### config.mk
export PLATFORM = sky130hd
export DESIGN_NAME = dlz_front_flat
export DESIGN_NICKNAME = d
export VERILOG_FILES = /design/src/rtl/dlz_pkg.sv /design/src/rtl/dlz_if.sv /design/src/rtl/dlz_front.sv /design/src/flat_wrapper.sv
export SDC_FILE = /design/constraint.sdc
export NUM_CORES = 1
export LEC_CHECK = 0
export BUFFER_PORTS_ARGS = -buffer_cell sky130_fd_sc_hd__buf_2
export CORE_ASPECT_RATIO = 0.7
export CORE_UTILIZATION = 55
export CTS_CLUSTER_SIZE = 14
export DETAILED_ROUTE_END_ITERATION = 10
export GPL_ROUTABILITY_DRIVEN = 0
export MAX_ROUTING_LAYER = met4
export PLACE_DENSITY = 0.83
export SLEW_MARGIN = 10
export SYNTH_ARGS = -nofsm -noshare
export SYNTH_HDL_FRONTEND = slang
export SYNTH_SLANG_ARGS = --single-unit
### constraint.sdc
create_clock -name clk_i -period 15.5 [get_ports clk_i]
set_clock_uncertainty 0.1 [all_clocks]
set_input_delay 3.1 -clock clk_i [delete_from_list [all_inputs] [get_ports clk_i]]
set_output_delay 3.1 -clock clk_i [all_outputs]
set_load 0.02 [all_outputs]
### src/rtl/dlz_pkg.sv
// ----------------------------------------------------------------------------
// dlz_pkg
// shared types and constants of the line rasterizer with depth test
// ----------------------------------------------------------------------------
package dlz_pkg;

  localparam int unsigned ImageWidth   = 256;
  localparam int unsigned ImageHeight  = 256;
  localparam int unsigned DepthBits    = 16;
  localparam int unsigned FractionBits = 16;

  localparam int unsigned CoordW = 8;
  localparam int unsigned InDepthW = 16;
  localparam int unsigned ColorW = 32;

  typedef enum logic {
    CMD_START = 1'b0,
    CMD_STEP  = 1'b1
  } cmd_e;

  typedef struct packed {
    logic                cmd;
    logic [CoordW-1:0]   sx;
    logic [CoordW-1:0]   sy;
    logic [InDepthW-1:0] sz;
    logic [CoordW-1:0]   ex;
    logic [CoordW-1:0]   ey;
    logic [InDepthW-1:0] ez;
    logic [ColorW-1:0]   color;
    logic                zen;
  } cmd_t;

  typedef enum logic [2:0] {
    ST_IDLE,
    ST_DIV,
    ST_STEP,
    ST_READ,
    ST_OUT,
    ST_CLEAR
  } state_e;

endpackage

### src/rtl/dlz_if.sv
// ----------------------------------------------------------------------------
// dlz_in_if / dlz_out_if
// valid-ready channels of the line rasterizer
// ----------------------------------------------------------------------------
interface dlz_in_if;
  logic                          valid;
  logic                          ready;
  logic                          command;
  logic [dlz_pkg::CoordW-1:0]    start_x;
  logic [dlz_pkg::CoordW-1:0]    start_y;
  logic [dlz_pkg::InDepthW-1:0]  start_depth;
  logic [dlz_pkg::CoordW-1:0]    end_x;
  logic [dlz_pkg::CoordW-1:0]    end_y;
  logic [dlz_pkg::InDepthW-1:0]  end_depth;
  logic [dlz_pkg::ColorW-1:0]    line_color;
  logic                          depth_enable;
  modport source (output valid, command, start_x, start_y, start_depth, end_x, end_y,
                  end_depth, line_color, depth_enable, input ready);
  modport sink (input valid, command, start_x, start_y, start_depth, end_x, end_y,
                end_depth, line_color, depth_enable, output ready);
endinterface


### src/rtl/dlz_front.sv
// ----------------------------------------------------------------------------
// dlz_front
// accepts commands and queues them for the back end
// ----------------------------------------------------------------------------
module dlz_front (
  input  logic          clk_i,
  input  logic          rst_ni,
  dlz_in_if.sink        in_if,
  output dlz_pkg::cmd_t q_data_o,
  output logic          q_valid_o,
  input  logic          q_pop_i
);
  localparam int unsigned Depth = 2;

  dlz_pkg::cmd_t   fifo_q [Depth];
  logic            wp_q, rp_q;
  logic [1:0]      cnt_q;
  dlz_pkg::cmd_t   item;
  logic            push;

  always_comb begin
    item.cmd   = in_if.command;
    item.sx    = in_if.start_x;
    item.sy    = in_if.start_y;
    item.sz    = in_if.start_depth;
    item.ex    = in_if.end_x;
    item.ey    = in_if.end_y;
    item.ez    = in_if.end_depth;
    item.color = in_if.line_color;
    item.zen   = in_if.depth_enable;
  end

  assign in_if.ready = (cnt_q != 2'(Depth));
  assign push        = in_if.valid && in_if.ready;
  assign q_valid_o   = (cnt_q != 2'd0);
  assign q_data_o    = fifo_q[rp_q];

  always_ff @(posedge clk_i) begin
    if (push) begin
      fifo_q[wp_q] <= item;
    end
  end

  always_ff @(posedge clk_i or negedge rst_ni) begin
    if (!rst_ni) begin
      wp_q  <= 1'b0;
      rp_q  <= 1'b0;
      cnt_q <= 2'd0;
    end else begin
      if (push) wp_q <= ~wp_q;
      if (q_pop_i) rp_q <= ~rp_q;
      cnt_q <= cnt_q + 2'(push) - 2'(q_pop_i);
    end
  end
endmodule

### src/flat_wrapper.sv
// flat-port wrapper written by rule: the top's interface ports become plain ports
module dlz_front_flat 
  (clk_i, rst_ni, q_data_o, q_valid_o, q_pop_i, in_if_valid, in_if_command, in_if_start_x, in_if_start_y, in_if_start_depth, in_if_end_x, in_if_end_y, in_if_end_depth, in_if_line_color, in_if_depth_enable, in_if_ready);
  dlz_in_if in_if_i ();
  input  logic clk_i;
  input  logic rst_ni;
  output dlz_pkg::cmd_t q_data_o;
  output logic q_valid_o;
  input  logic q_pop_i;
  input wire logic [$bits(in_if_i.valid)-1:0] in_if_valid;
  input wire logic [$bits(in_if_i.command)-1:0] in_if_command;
  input wire logic [$bits(in_if_i.start_x)-1:0] in_if_start_x;
  input wire logic [$bits(in_if_i.start_y)-1:0] in_if_start_y;
  input wire logic [$bits(in_if_i.start_depth)-1:0] in_if_start_depth;
  input wire logic [$bits(in_if_i.end_x)-1:0] in_if_end_x;
  input wire logic [$bits(in_if_i.end_y)-1:0] in_if_end_y;
  input wire logic [$bits(in_if_i.end_depth)-1:0] in_if_end_depth;
  input wire logic [$bits(in_if_i.line_color)-1:0] in_if_line_color;
  input wire logic [$bits(in_if_i.depth_enable)-1:0] in_if_depth_enable;
  output wire logic [$bits(in_if_i.ready)-1:0] in_if_ready;
  assign in_if_i.valid = in_if_valid;
  assign in_if_i.command = in_if_command;
  assign in_if_i.start_x = in_if_start_x;
  assign in_if_i.start_y = in_if_start_y;
  assign in_if_i.start_depth = in_if_start_depth;
  assign in_if_i.end_x = in_if_end_x;
  assign in_if_i.end_y = in_if_end_y;
  assign in_if_i.end_depth = in_if_end_depth;
  assign in_if_i.line_color = in_if_line_color;
  assign in_if_i.depth_enable = in_if_depth_enable;
  assign in_if_ready = in_if_i.ready;
  dlz_front u_core (.clk_i(clk_i), .rst_ni(rst_ni), .in_if(in_if_i), .q_data_o(q_data_o), .q_valid_o(q_valid_o), .q_pop_i(q_pop_i));
endmodule
==> results of run 1 <==
## layout by cell type (no fill, tap or decap), drive strengths merged
cell type  netlist  routed
and3             1       1
buf             11     205
clkbuf           0      17
clkinv           0       4
clkinvlp         0       3
dfrtp            4       4
diode            0       1
edfxtp         196     196
ha               1       1
inv              1       7
mux2            98      98
mux2i            1       1
nand2            2       2
nand2b           1       1
nor2             1       1
nor2b            1       1
or2              1       1
xnor2            2       2
xor2             2       2
## stage by stage
stage / power, W / instance area [um^2] / hold WS, ns / setup slack, ns / utilization
floorplan: 0.00121 / 7300 / 0.360 / 7.55 / -
global placement: 0.00136 / 8480 / 0.442 / 10.17 / 0.669
detailed placement: 0.00138 / 8480 / 0.464 / 10.15 / 0.669
CTS: 0.00178 / 9020 / 0.482 / 9.70 / 0.712
global route: 0.00184 / 9020 / 0.510 / 9.57 / 0.712
finish: 0.00176 / 9020 / 0.477 / 9.73 / 0.712
## sequential cells by signal, summed over array words and instances (netlist names)
name / count
u_core.wp_q: 1
u_core.rp_q: 1
u_core.cnt_q: 2
u_core.fifo_q: 196
## routing by layer
metal,share of wire,GRT usage,up-vias
met1,0.44,0.261,1799
met3,0.081,0.0657,10
met4,0.0075,0.0651,0
met2,0.48,0.302,170
li1,-,-,1710
met5,0,-,-
## worst reg2reg max path, stage by stage, from the launching register on
cell and delay, ns:
dfrtp_1 0.39, nand2b_1 0.17, and3_4 0.60, buf_4 0.71
## how the worst min path moves through the flow
stage / from / endpoint / slack (ns) / cells after the start
after floorplan: u_core.wp_q / u_core.wp_q / 0.36 / 1
after global routing: u_core.wp_q / u_core.wp_q / 0.51 / 1
after CTS: u_core.wp_q / u_core.wp_q / 0.48 / 1
after detailed placement: u_core.wp_q / u_core.wp_q / 0.46 / 1
final: u_core.wp_q / u_core.wp_q / 0.48 / 1
after global placement: u_core.wp_q / u_core.wp_q / 0.44 / 1
## cells in the mapped netlist (all sizes together)
cell / n / share of area
xnor2: 2 / 0.0024
nand2b: 1 / 0.00086
ha: 1 / 0.0017
xor2: 2 / 0.0024
edfxtp: 196 / 0.81
and3: 1 / 0.00086
mux2i: 1 / 0.0014
mux2: 98 / 0.16
buf: 11 / 0.010
nand2: 2 / 0.0010
dfrtp: 4 / 0.014
nor2b: 1 / 0.00086
nor2: 1 / 0.00051
inv: 1 / 0.00051
or2: 1 / 0.00086
## cell families after synthesis
| family | count (synthesis) | share of synthesized area |
|---|---|---|
| AND/OR/NAND/NOR | 7 | 0.00497 |
| buffers and inverters | 12 | 0.0106 |
| flip-flops | 200 | 0.820 |
| XOR/XNOR | 4 | 0.00480 |
| multiplexers | 99 | 0.158 |
| adder cells (fa/ha/maj) | 1 | 0.00171 |
## cell type report
type | instances | share of cell area
Sequential cell | 200 | 0.664
Multi-Input combinational cell | 111 | 0.138
Timing Repair Buffer | 205 | 0.115
Clock buffer | 17 | 0.0472
Tap cell | 162 | 0.0225
Clock inverter | 13 | 0.0128
Inverter | 1 | 0.000416
Antenna cell | 1 | 0.000277
## power breakdown
group | internal (W) | switching, W
Sequential | 0.000740 | 0.0000459
Clock | 0.000209 | 0.000192
Combinational | 0.000228 | 0.000347
==> results.sh, run 1 <==
export IMPL_wl_per_cell_um=18.3
export IMPL_netlist_cell_type_count=17
export IMPL_cts_root_buffer="clkbuf_16"
export IMPL_status="finished, final reports clean"
export IMPL_firstDrtPassIters=5
export IMPL_placed_cells=679
export IMPL_cp_slowest_cell="buf_4"
export IMPL_vias_per_cell=5.20
export IMPL_drtIter0Drc=194
export IMPL_dpl_hpwl_mm=8.42
export IMPL_drt_total_wl_mm=13.0
export IMPL_min_period_ns=5.77
export IMPL_syn_nets=426
export IMPL_finalMaxSlewViolations=0
export IMPL_finalNetCount=639
export IMPL_grt_pass1_wl_mm=19.6
export IMPL_finalCritPeriodShare=0.373
export IMPL_rows=34
export IMPL_cts_tree="done"
export IMPL_setup_violations=0
export IMPL_tightest_slew_ns=0.905
export IMPL_area_growth_pct=23.6
export IMPL_setup_tns_ns=0
export IMPL_layout_cells_non_filler=710
export IMPL_die_area_um2=13700
export IMPL_rsz0062_at_grt="false"
export IMPL_cp_data_arrival_time_ns=2.57
export IMPL_crit_cells=3
export IMPL_start_util=0.576
export IMPL_numPortBuffers=201
export IMPL_cp_max_fo=66
export IMPL_crit_family="buffers and inverters"
export IMPL_track_usage=0.201
export IMPL_drc=0
export IMPL_fp_coreArea_um2=12700
export IMPL_hold_class="register to register"
export IMPL_clkSlewWorstSetupHoldPaths_ns=0.07
export IMPL_slew_headroom=0.397
export IMPL_worstSetupStartpoint="u_core.rp_q"
export IMPL_die_height_um=98.4
export IMPL_critPathBufInv=2
export IMPL_cts_sinks=200
export IMPL_cp_endpoint="q_data_o[77]"
export IMPL_postSynthAreaPerCell_um2=22.6
export IMPL_critical_path_cell_chain="buf_4, mux2_2, buf_2"
export IMPL_r2r_cells=3
export IMPL_worstPathRequired_ns=12.30
export IMPL_clockBufferDepth=2
export IMPL_post_cts_buffers=0
export IMPL_reg2reg_slack_ns=13.12
export IMPL_irDropWorstVdd_mv=0.130
export IMPL_netlist_area_um2=7300
export IMPL_cpPeakStageDelay_ns=0.79
export IMPL_finalHoldViolations=0
export IMPL_power_density_nw_per_um2=195
export IMPL_vias=3689
export IMPL_cts_hold_buf=0
export IMPL_crit_path_end_kind="output port"
export IMPL_leakagePower_nw=3.41
export IMPL_maxCapViolations=0
export IMPL_multi_input_area_um2=1250
export IMPL_reg2reg_to="u_core.fifo_q[1][13]"
export IMPL_cts_made_buffers=17
export IMPL_grt_max_degree=67
export IMPL_netlist_instances=323
export IMPL_ys_seq_area_frac=0.820
export IMPL_grt_pass1_vias=3785
export IMPL_regToRegStartpoint="u_core.cnt_q[0]"
export IMPL_grt_overflow_total=0
export IMPL_critical_path_class="register to output port"
export IMPL_fmax_mhz=173
export IMPL_ys_ff_latch=200
export IMPL_grt_antenna_before_repair=1
export IMPL_final_antenna_net_count=0
export IMPL_clock_latency_ns=0.41
export IMPL_yosysWarnings=0
export IMPL_critPathLaunchType="register"
export IMPL_n_fill_cell=810
export IMPL_io_pins=202
export IMPL_cts_max_level=4
export IMPL_drive_gt1_frac=0.614
export IMPL_cts_resized=0
export IMPL_die_x_um=140
export IMPL_seq_area_um2=5990
No activity file was read; power rests on OpenSTA's default activity.
==> run 2: changes to the inputs <==
--- a/config.mk
+++ b/config.mk
@@ -5,14 +5,15 @@
 export SDC_FILE = /design/constraint.sdc
 export NUM_CORES = 1
 export LEC_CHECK = 0
+export ABC_AREA = 1
 export BUFFER_PORTS_ARGS = -buffer_cell sky130_fd_sc_hd__buf_2
 export CORE_ASPECT_RATIO = 0.7
-export CORE_UTILIZATION = 55
+export CORE_UTILIZATION = 52
 export CTS_CLUSTER_SIZE = 14
 export DETAILED_ROUTE_END_ITERATION = 10
 export GPL_ROUTABILITY_DRIVEN = 0
 export MAX_ROUTING_LAYER = met4
-export PLACE_DENSITY = 0.83
+export PLACE_DENSITY = 0.79
 export SLEW_MARGIN = 10
 export SYNTH_ARGS = -nofsm -noshare
 export SYNTH_HDL_FRONTEND = slang
==> constraint.sdc (replaced) <==
create_clock -name clk_i -period 6.1 [get_ports clk_i]
set_clock_uncertainty 0.1 [all_clocks]
set_input_delay 1.22 -clock clk_i [delete_from_list [all_inputs] [get_ports clk_i]]
set_output_delay 1.22 -clock clk_i [all_outputs]
set_load 0.02 [all_outputs]
==> run 2 against run 1 <==
Net effect: routed wire length about the same; final cell count increased by 5.5%; non-clock buffer count increased by 1; hold slack about the same; highest routed layer unchanged; synthesized cell count increased by 3.4%; flip-flop and latch count unchanged; critical endpoint is now q_data_o[92].
==> results.sh, run 2 <==
export IMPL_status="finished, final reports clean"
export IMPL_ys_flop_type="edfxtp_1"
export IMPL_yosys_top_cells_area="edfxtp_1 80%, mux2_2 14%, mux2_4 2.1%, dfrtp_1 1.4%, buf_2 0.55%"
export IMPL_cts_resized=0
export IMPL_n_fill_cell=920
export IMPL_min_period_ns=3.89
export IMPL_irDropWorstVdd_mv=0.291
export IMPL_vias=3754
export IMPL_clock_latency_ns=0.41
export IMPL_crit_path_end_kind="output port"
export IMPL_drt_total_wl_mm=13.0
export IMPL_p_int_w=0.00302
export IMPL_numPortBuffers=201
export IMPL_clockBufferDepth=2
export IMPL_dpl_hpwl_mm=8.68
export IMPL_yosys_area_top_type_share=0.804
export IMPL_worstSetupStartpoint="u_core.rp_q"
export IMPL_maxCapViolations=0
export IMPL_cts_root_buffer="clkbuf_16"
export IMPL_regToRegStartpoint="u_core.cnt_q[1]"
export IMPL_drtIter0Drc=170
export IMPL_netlist_cell_type_count=13
export IMPL_fmax_mhz=257
export IMPL_grt_max_degree=56
export IMPL_cts_tree="done"
export IMPL_fp_coreArea_um2=13400
export IMPL_final_cell_mix="201 x buf_2, 196 x edfxtp_1, 88 x mux2_2, 17 x clkbuf_16, 10 x mux2_4"
export IMPL_setup_violations=0
export IMPL_yosysWarnings=0
export IMPL_power_density_nw_per_um2=496
export IMPL_power_w=0.00452
export IMPL_cp_data_arrival_time_ns=2.57
export IMPL_placed_cell_area_um2=8540
export IMPL_reg_top3="u_core.fifo_q x196, u_core.cnt_q x2"
export IMPL_post_cts_buffers=0
export IMPL_reg2reg_to="u_core.fifo_q[1][61]"
export IMPL_final_area_um2=9110
export IMPL_swShare=0.331
export IMPL_die_x_um=144
export IMPL_final_antenna_net_count=0
export IMPL_finalNetCount=651
export IMPL_setup_tns_ns=0
export IMPL_netlist_area_um2=7320
export IMPL_synth_common_cells="196 x edfxtp_1, 88 x mux2_2, 10 x mux2_4, 8 x buf_2, 8 x nand2_1"
export IMPL_grt_antenna_before_repair=3
export IMPL_grt_pass1_wl_mm=19.2
export IMPL_worstPathRequired_ns=4.78
export IMPL_cts_hold_buf=0
export IMPL_ys_ff_latch=200
export IMPL_vias_per_cell=5.01
export IMPL_p_switching_w=0.00150
export IMPL_clkPwrFrac=0.237
export IMPL_die_height_um=101
export IMPL_critical_path_class="register to output port"
export IMPL_cts_max_level=4
export IMPL_io_pins=202
export IMPL_cp_max_fo=55
export IMPL_largest_reg_flops=196
export IMPL_slew_headroom=0.440
export IMPL_syn_nets=437
export IMPL_critPathLaunchType="register"
export IMPL_synth_most_common_cell="edfxtp_1"
export IMPL_track_usage=0.189
export IMPL_wl_per_cell_um=17.4
export IMPL_grt_pass1_vias=3776
export IMPL_cts_sinks=200
export IMPL_drive_gt1_frac=0.599
export IMPL_drc=0
export IMPL_r2r_cells=4
export IMPL_rsz0062_at_grt="false"
export IMPL_multi_input_area_um2=1250
export IMPL_synthArstFlopShare=0.0200
export IMPL_leakagePower_nw=3.47
export IMPL_seq_area_um2=5990
export IMPL_clkSlewWorstSetupHoldPaths_ns=0.07
export IMPL_layout_commonest_cell="buf_2"
export IMPL_p_seq_frac=0.445
export IMPL_hold_class="register to register"
export IMPL_cp_endpoint="q_data_o[92]"
export IMPL_reg2reg_slack_ns=3.62
export IMPL_firstDrtPassIters=4
export IMPL_area_growth_pct=24.6
export IMPL_die_area_um2=14600
export IMPL_finalMaxSlewViolations=0
export IMPL_synth_edf_count=196
export IMPL_synth_area_leader_cell="edfxtp_1"
export IMPL_power_frac_comb=0.318
export IMPL_netlist_instances=334
export IMPL_grt_overflow_total=0
export IMPL_largest_register="u_core.fifo_q"
export IMPL_cts_made_buffers=17
export IMPL_postSynthAreaPerCell_um2=21.9
export IMPL_ys_seq_area_frac=0.818
export IMPL_finalCritPeriodShare=0.638
export IMPL_tightest_slew_ns=0.838
export IMPL_start_util=0.544
export IMPL_rows=35
export IMPL_finalHoldViolations=0
run 2: cell count changes in the layout (fill, tap and decap cells not counted), sizes merged, moves of 2 or more:
cell    previous run  this run
nand2              2         8
inv                7        12
nand3              0         2
xnor2              2         0
nor2               1         4
clkinv             4         6
diode              1         3
run 2: how the worst min path moves through the flow:
stage,start,endpoint,slack (ns),cells past startpoint
2_1_floorplan,u_core.wp_q,u_core.wp_q,0.39,2
3_3_place_gp,u_core.wp_q,u_core.wp_q,0.46,2
3_5_place_dp,u_core.wp_q,u_core.wp_q,0.47,2
4_1_cts,rst_ni,u_core.cnt_q[1],0.48,1
5_1_grt,rst_ni,u_core.cnt_q[1],0.49,1
6_report,u_core.wp_q,u_core.wp_q,0.48,2
run 2: area by class of cell:
class                      instances  area share
multi-input combinational        116       0.137
inverter                           7     0.00288
clock inverter                    14      0.0155
tap                              185      0.0254
clock buffer                      18      0.0471
sequential                       200       0.657
timing repair buffer             206       0.114
antenna                            3    0.000824
run 2: metal layers:
| metal | track usage | wire [um] | up-vias |
|---|---|---|---|
| li1 | - | - | 1751 |
| met1 | 0.237 | 5670 | 1834 |
| met2 | 0.288 | 6100 | 150 |
| met3 | 0.0624 | 1040 | 19 |
| met4 | 0.0728 | 183 | 0 |
| met5 | - | 0 | - |
run 2: critical path, stage by stage, from the launching register on:
cell     delay [ns]
dfrtp_4        0.90
buf_4          0.66
mux2_2         0.43
buf_2          0.16
run 2: power by group through the flow:
stage	Combinational [W]	Sequential, W	Clock, W
floorplan	0.00108	0.00199	0
global route	0.00154	0.00205	0.00114
CTS	0.00146	0.00202	0.00110
global placement	0.00143	0.00203	0
finish	0.00144	0.00201	0.00107
detailed placement	0.00145	0.00205	0
run 2: cell families (layout without fill, tap and decap cells):
kind of cell             count (synthesis)  in the layout  share of synthesized area
AO/OA/AOI/OAI                            1              1                   0.000683
AND/OR/NAND/NOR                         14             14                    0.00752
other                                    0              3                          0
buffers and inverters                   18            245                     0.0137
flip-flops                             200            200                      0.818
adder cells (fa/ha/maj)                  1              1                    0.00171
XOR/XNOR                                 2              2                    0.00239
multiplexers                            98             98                      0.156
run 2: through the flow:
stage | hold slack (ns) | utilization | worst slack, ns | std cells
2_1_floorplan | 0.389 | - | 0.0109 | 334
3_3_place_gp | 0.464 | 0.635 | 2.60 | 714
3_5_place_dp | 0.468 | 0.635 | 2.59 | 714
4_1_cts | 0.484 | 0.677 | 2.15 | 746
5_1_grt | 0.487 | 0.678 | 2.04 | 749
6_report | 0.477 | 0.678 | 2.21 | 749
==> run 3: changes to the inputs <==
--- a/config.mk
+++ b/config.mk
@@ -5,7 +5,7 @@
 export SDC_FILE = /design/constraint.sdc
 export NUM_CORES = 1
 export LEC_CHECK = 0
-export ABC_AREA = 1
+export ABC_AREA = 0
 export BUFFER_PORTS_ARGS = -buffer_cell sky130_fd_sc_hd__buf_2
 export CORE_ASPECT_RATIO = 0.7
 export CORE_UTILIZATION = 52
==> constraint.sdc (replaced) <==
create_clock -name clk_i -period 3.61 [get_ports clk_i]
set_clock_uncertainty 0.1 [all_clocks]
set_input_delay 0.722 -clock clk_i [delete_from_list [all_inputs] [get_ports clk_i]]
set_output_delay 0.722 -clock clk_i [all_outputs]
set_load 0.02 [all_outputs]
==> run 3 against run 2 <==
Net effect: clock power increased by 66%; sequential share of layout area decreased by 0.17 points; non-clock buffer count increased by 1; critical endpoint is now q_data_o[0]; die area decreased by 0.25%; utilization increased by 0.18 points; critical path depth unchanged.
==> results.sh, run 3 (synthesized netlist as in run 1, its figures left out) <==
export IMPL_status="finished, final reports clean"
export IMPL_area_growth_pct=25.2
export IMPL_grt_max_degree=99
export IMPL_die_x_um=144
export IMPL_clkSlewWorstSetupHoldPaths_ns=0.08
export IMPL_power_w=0.00768
export IMPL_critical_path_class="register to output port"
export IMPL_clock_latency_ns=0.41
export IMPL_drive_gt1_frac=0.613
export IMPL_maxCapViolations=0
export IMPL_critPathBufInv=2
export IMPL_post_cts_buffers=0
export IMPL_final_util=0.680
export IMPL_critical_path_cell_chain="buf_12, mux2_2, buf_2"
export IMPL_cts_tree="done"
export IMPL_largest_reg_flops=196
export IMPL_drtIter0Drc=211
export IMPL_cp_slowest_cell="dfrtp_4"
export IMPL_finalNetCount=641
export IMPL_largest_register="u_core.fifo_q"
export IMPL_rsz0062_at_grt="false"
export IMPL_cts_max_level=4
export IMPL_grt_antenna_before_repair=0
export IMPL_final_antenna_net_count=0
export IMPL_cp_max_fo=38
export IMPL_leakagePower_nw=3.45
export IMPL_fp_coreArea_um2=13400
export IMPL_fmax_mhz=357
export IMPL_finalMaxSlewViolations=0
export IMPL_firstDrtPassIters=4
export IMPL_vias=3740
export IMPL_drc=0
export IMPL_dpl_hpwl_mm=8.60
export IMPL_min_period_ns=2.80
export IMPL_power_density_nw_per_um2=841
export IMPL_tightest_slew_ns=0.702
export IMPL_reg_top3="u_core.fifo_q x196, u_core.cnt_q x2"
export IMPL_cts_made_buffers=17
export IMPL_finalCritPeriodShare=0.776
export IMPL_cp_data_arrival_time_ns=1.98
export IMPL_irDropWorstVdd_mv=0.473
export IMPL_cts_sinks=200
export IMPL_start_util=0.543
export IMPL_worstPathRequired_ns=2.79
export IMPL_grt_pass1_vias=3756
export IMPL_layout_commonest_cell="buf_2"
export IMPL_cpPeakStageDelay_ns=0.69
export IMPL_rows=35
export IMPL_grt_overflow_total=0
export IMPL_crit_family="flip-flops"
export IMPL_final_cell_mix="201 x buf_2, 196 x edfxtp_1, 88 x mux2_2, 17 x clkbuf_16, 10 x mux2_4"
export IMPL_numPortBuffers=201
export IMPL_clockBufferDepth=2
export IMPL_die_height_um=101
export IMPL_slew_headroom=0.532
export IMPL_critPathLaunchType="register"
export IMPL_track_usage=0.193
export IMPL_setup_violations=0
export IMPL_setup_tns_ns=0
export IMPL_wl_per_cell_um=18.0
export IMPL_finalHoldViolations=0
export IMPL_hold_class="input port to register"
export IMPL_io_pins=202
export IMPL_crit_path_end_kind="output port"
export IMPL_cts_root_buffer="clkbuf_16"
export IMPL_drt_total_wl_mm=13.3
export IMPL_die_area_um2=14500
export IMPL_vias_per_cell=5.07
export IMPL_grt_pass1_wl_mm=19.6
## run 3: area by class of cell
| type | count | area [um^2] |
|---|---|---|
| Antenna cell | 2 | 5.00 |
| Tap cell | 185 | 231 |
| Clock buffer | 18 | 429 |
| Multi-Input combinational cell | 111 | 1250 |
| Inverter | 1 | 3.75 |
| Fill cell | 909 | 4310 |
| Clock inverter | 14 | 129 |
| Sequential cell | 200 | 5990 |
| Timing Repair Buffer | 207 | 1100 |
## run 3: metal layers
metal / vias to the layer above / part of all wire / GRT usage
met5: - / 0 / -
li1: 1713 / - / -
met3: 14 / 0.089 / 0.0727
met4: 0 / 0.0090 / 0.0540
met1: 1872 / 0.42 / 0.232
met2: 141 / 0.49 / 0.307
## run 3: what timing repair did
action	4_1_cts	5_1_grt
gates resized for setup	0	0
hold endpoints to repair	4	0
hold buffers	1	0
endpoints found under the setup margin	0	0
## run 3: worst paths after layout
path / startpoint / to / slack [ns] / depth (start not counted)
setup reg to reg: u_core.cnt_q[0] / u_core.fifo_q[1][25] / 1.58 / 3
setup / recovery: u_core.rp_q / q_data_o[0] / 0.81 / 3
hold / removal: in_if_start_depth[4] / u_core.fifo_q[0][69] / 0.39 / 1
hold reg to reg: u_core.wp_q / u_core.wp_q / 0.47 / 1
min in group asynchronous: rst_ni / u_core.cnt_q[1] / 0.61 / 2
max in group asynchronous: rst_ni / u_core.rp_q / 2.67 / 2
## run 3: metrics by stage
step	worst slack, ns	hold WS, ns	cells	instance area, um^2
CTS	0.770	0.376	736	9130
global placement	1.24	0.438	703	8570
detailed placement	1.22	0.435	703	8570
floorplan	0.778	0.326	323	7310
global route	0.717	0.360	736	9130
finish	0.809	0.392	738	9140
## run 3: power breakdown
part	internal [W]	switching, W
combinational	0.00103	0.00151
clock	0.000916	0.000868
sequential	0.00317	0.000187
total	0.00512	0.00256
## run 3: worst reg2reg max path, stage by stage, from the launching register on
cell and delay [ns]:
dfrtp_1 0.38, nand2b_1 0.19, and3_4 0.67, buf_12 0.35
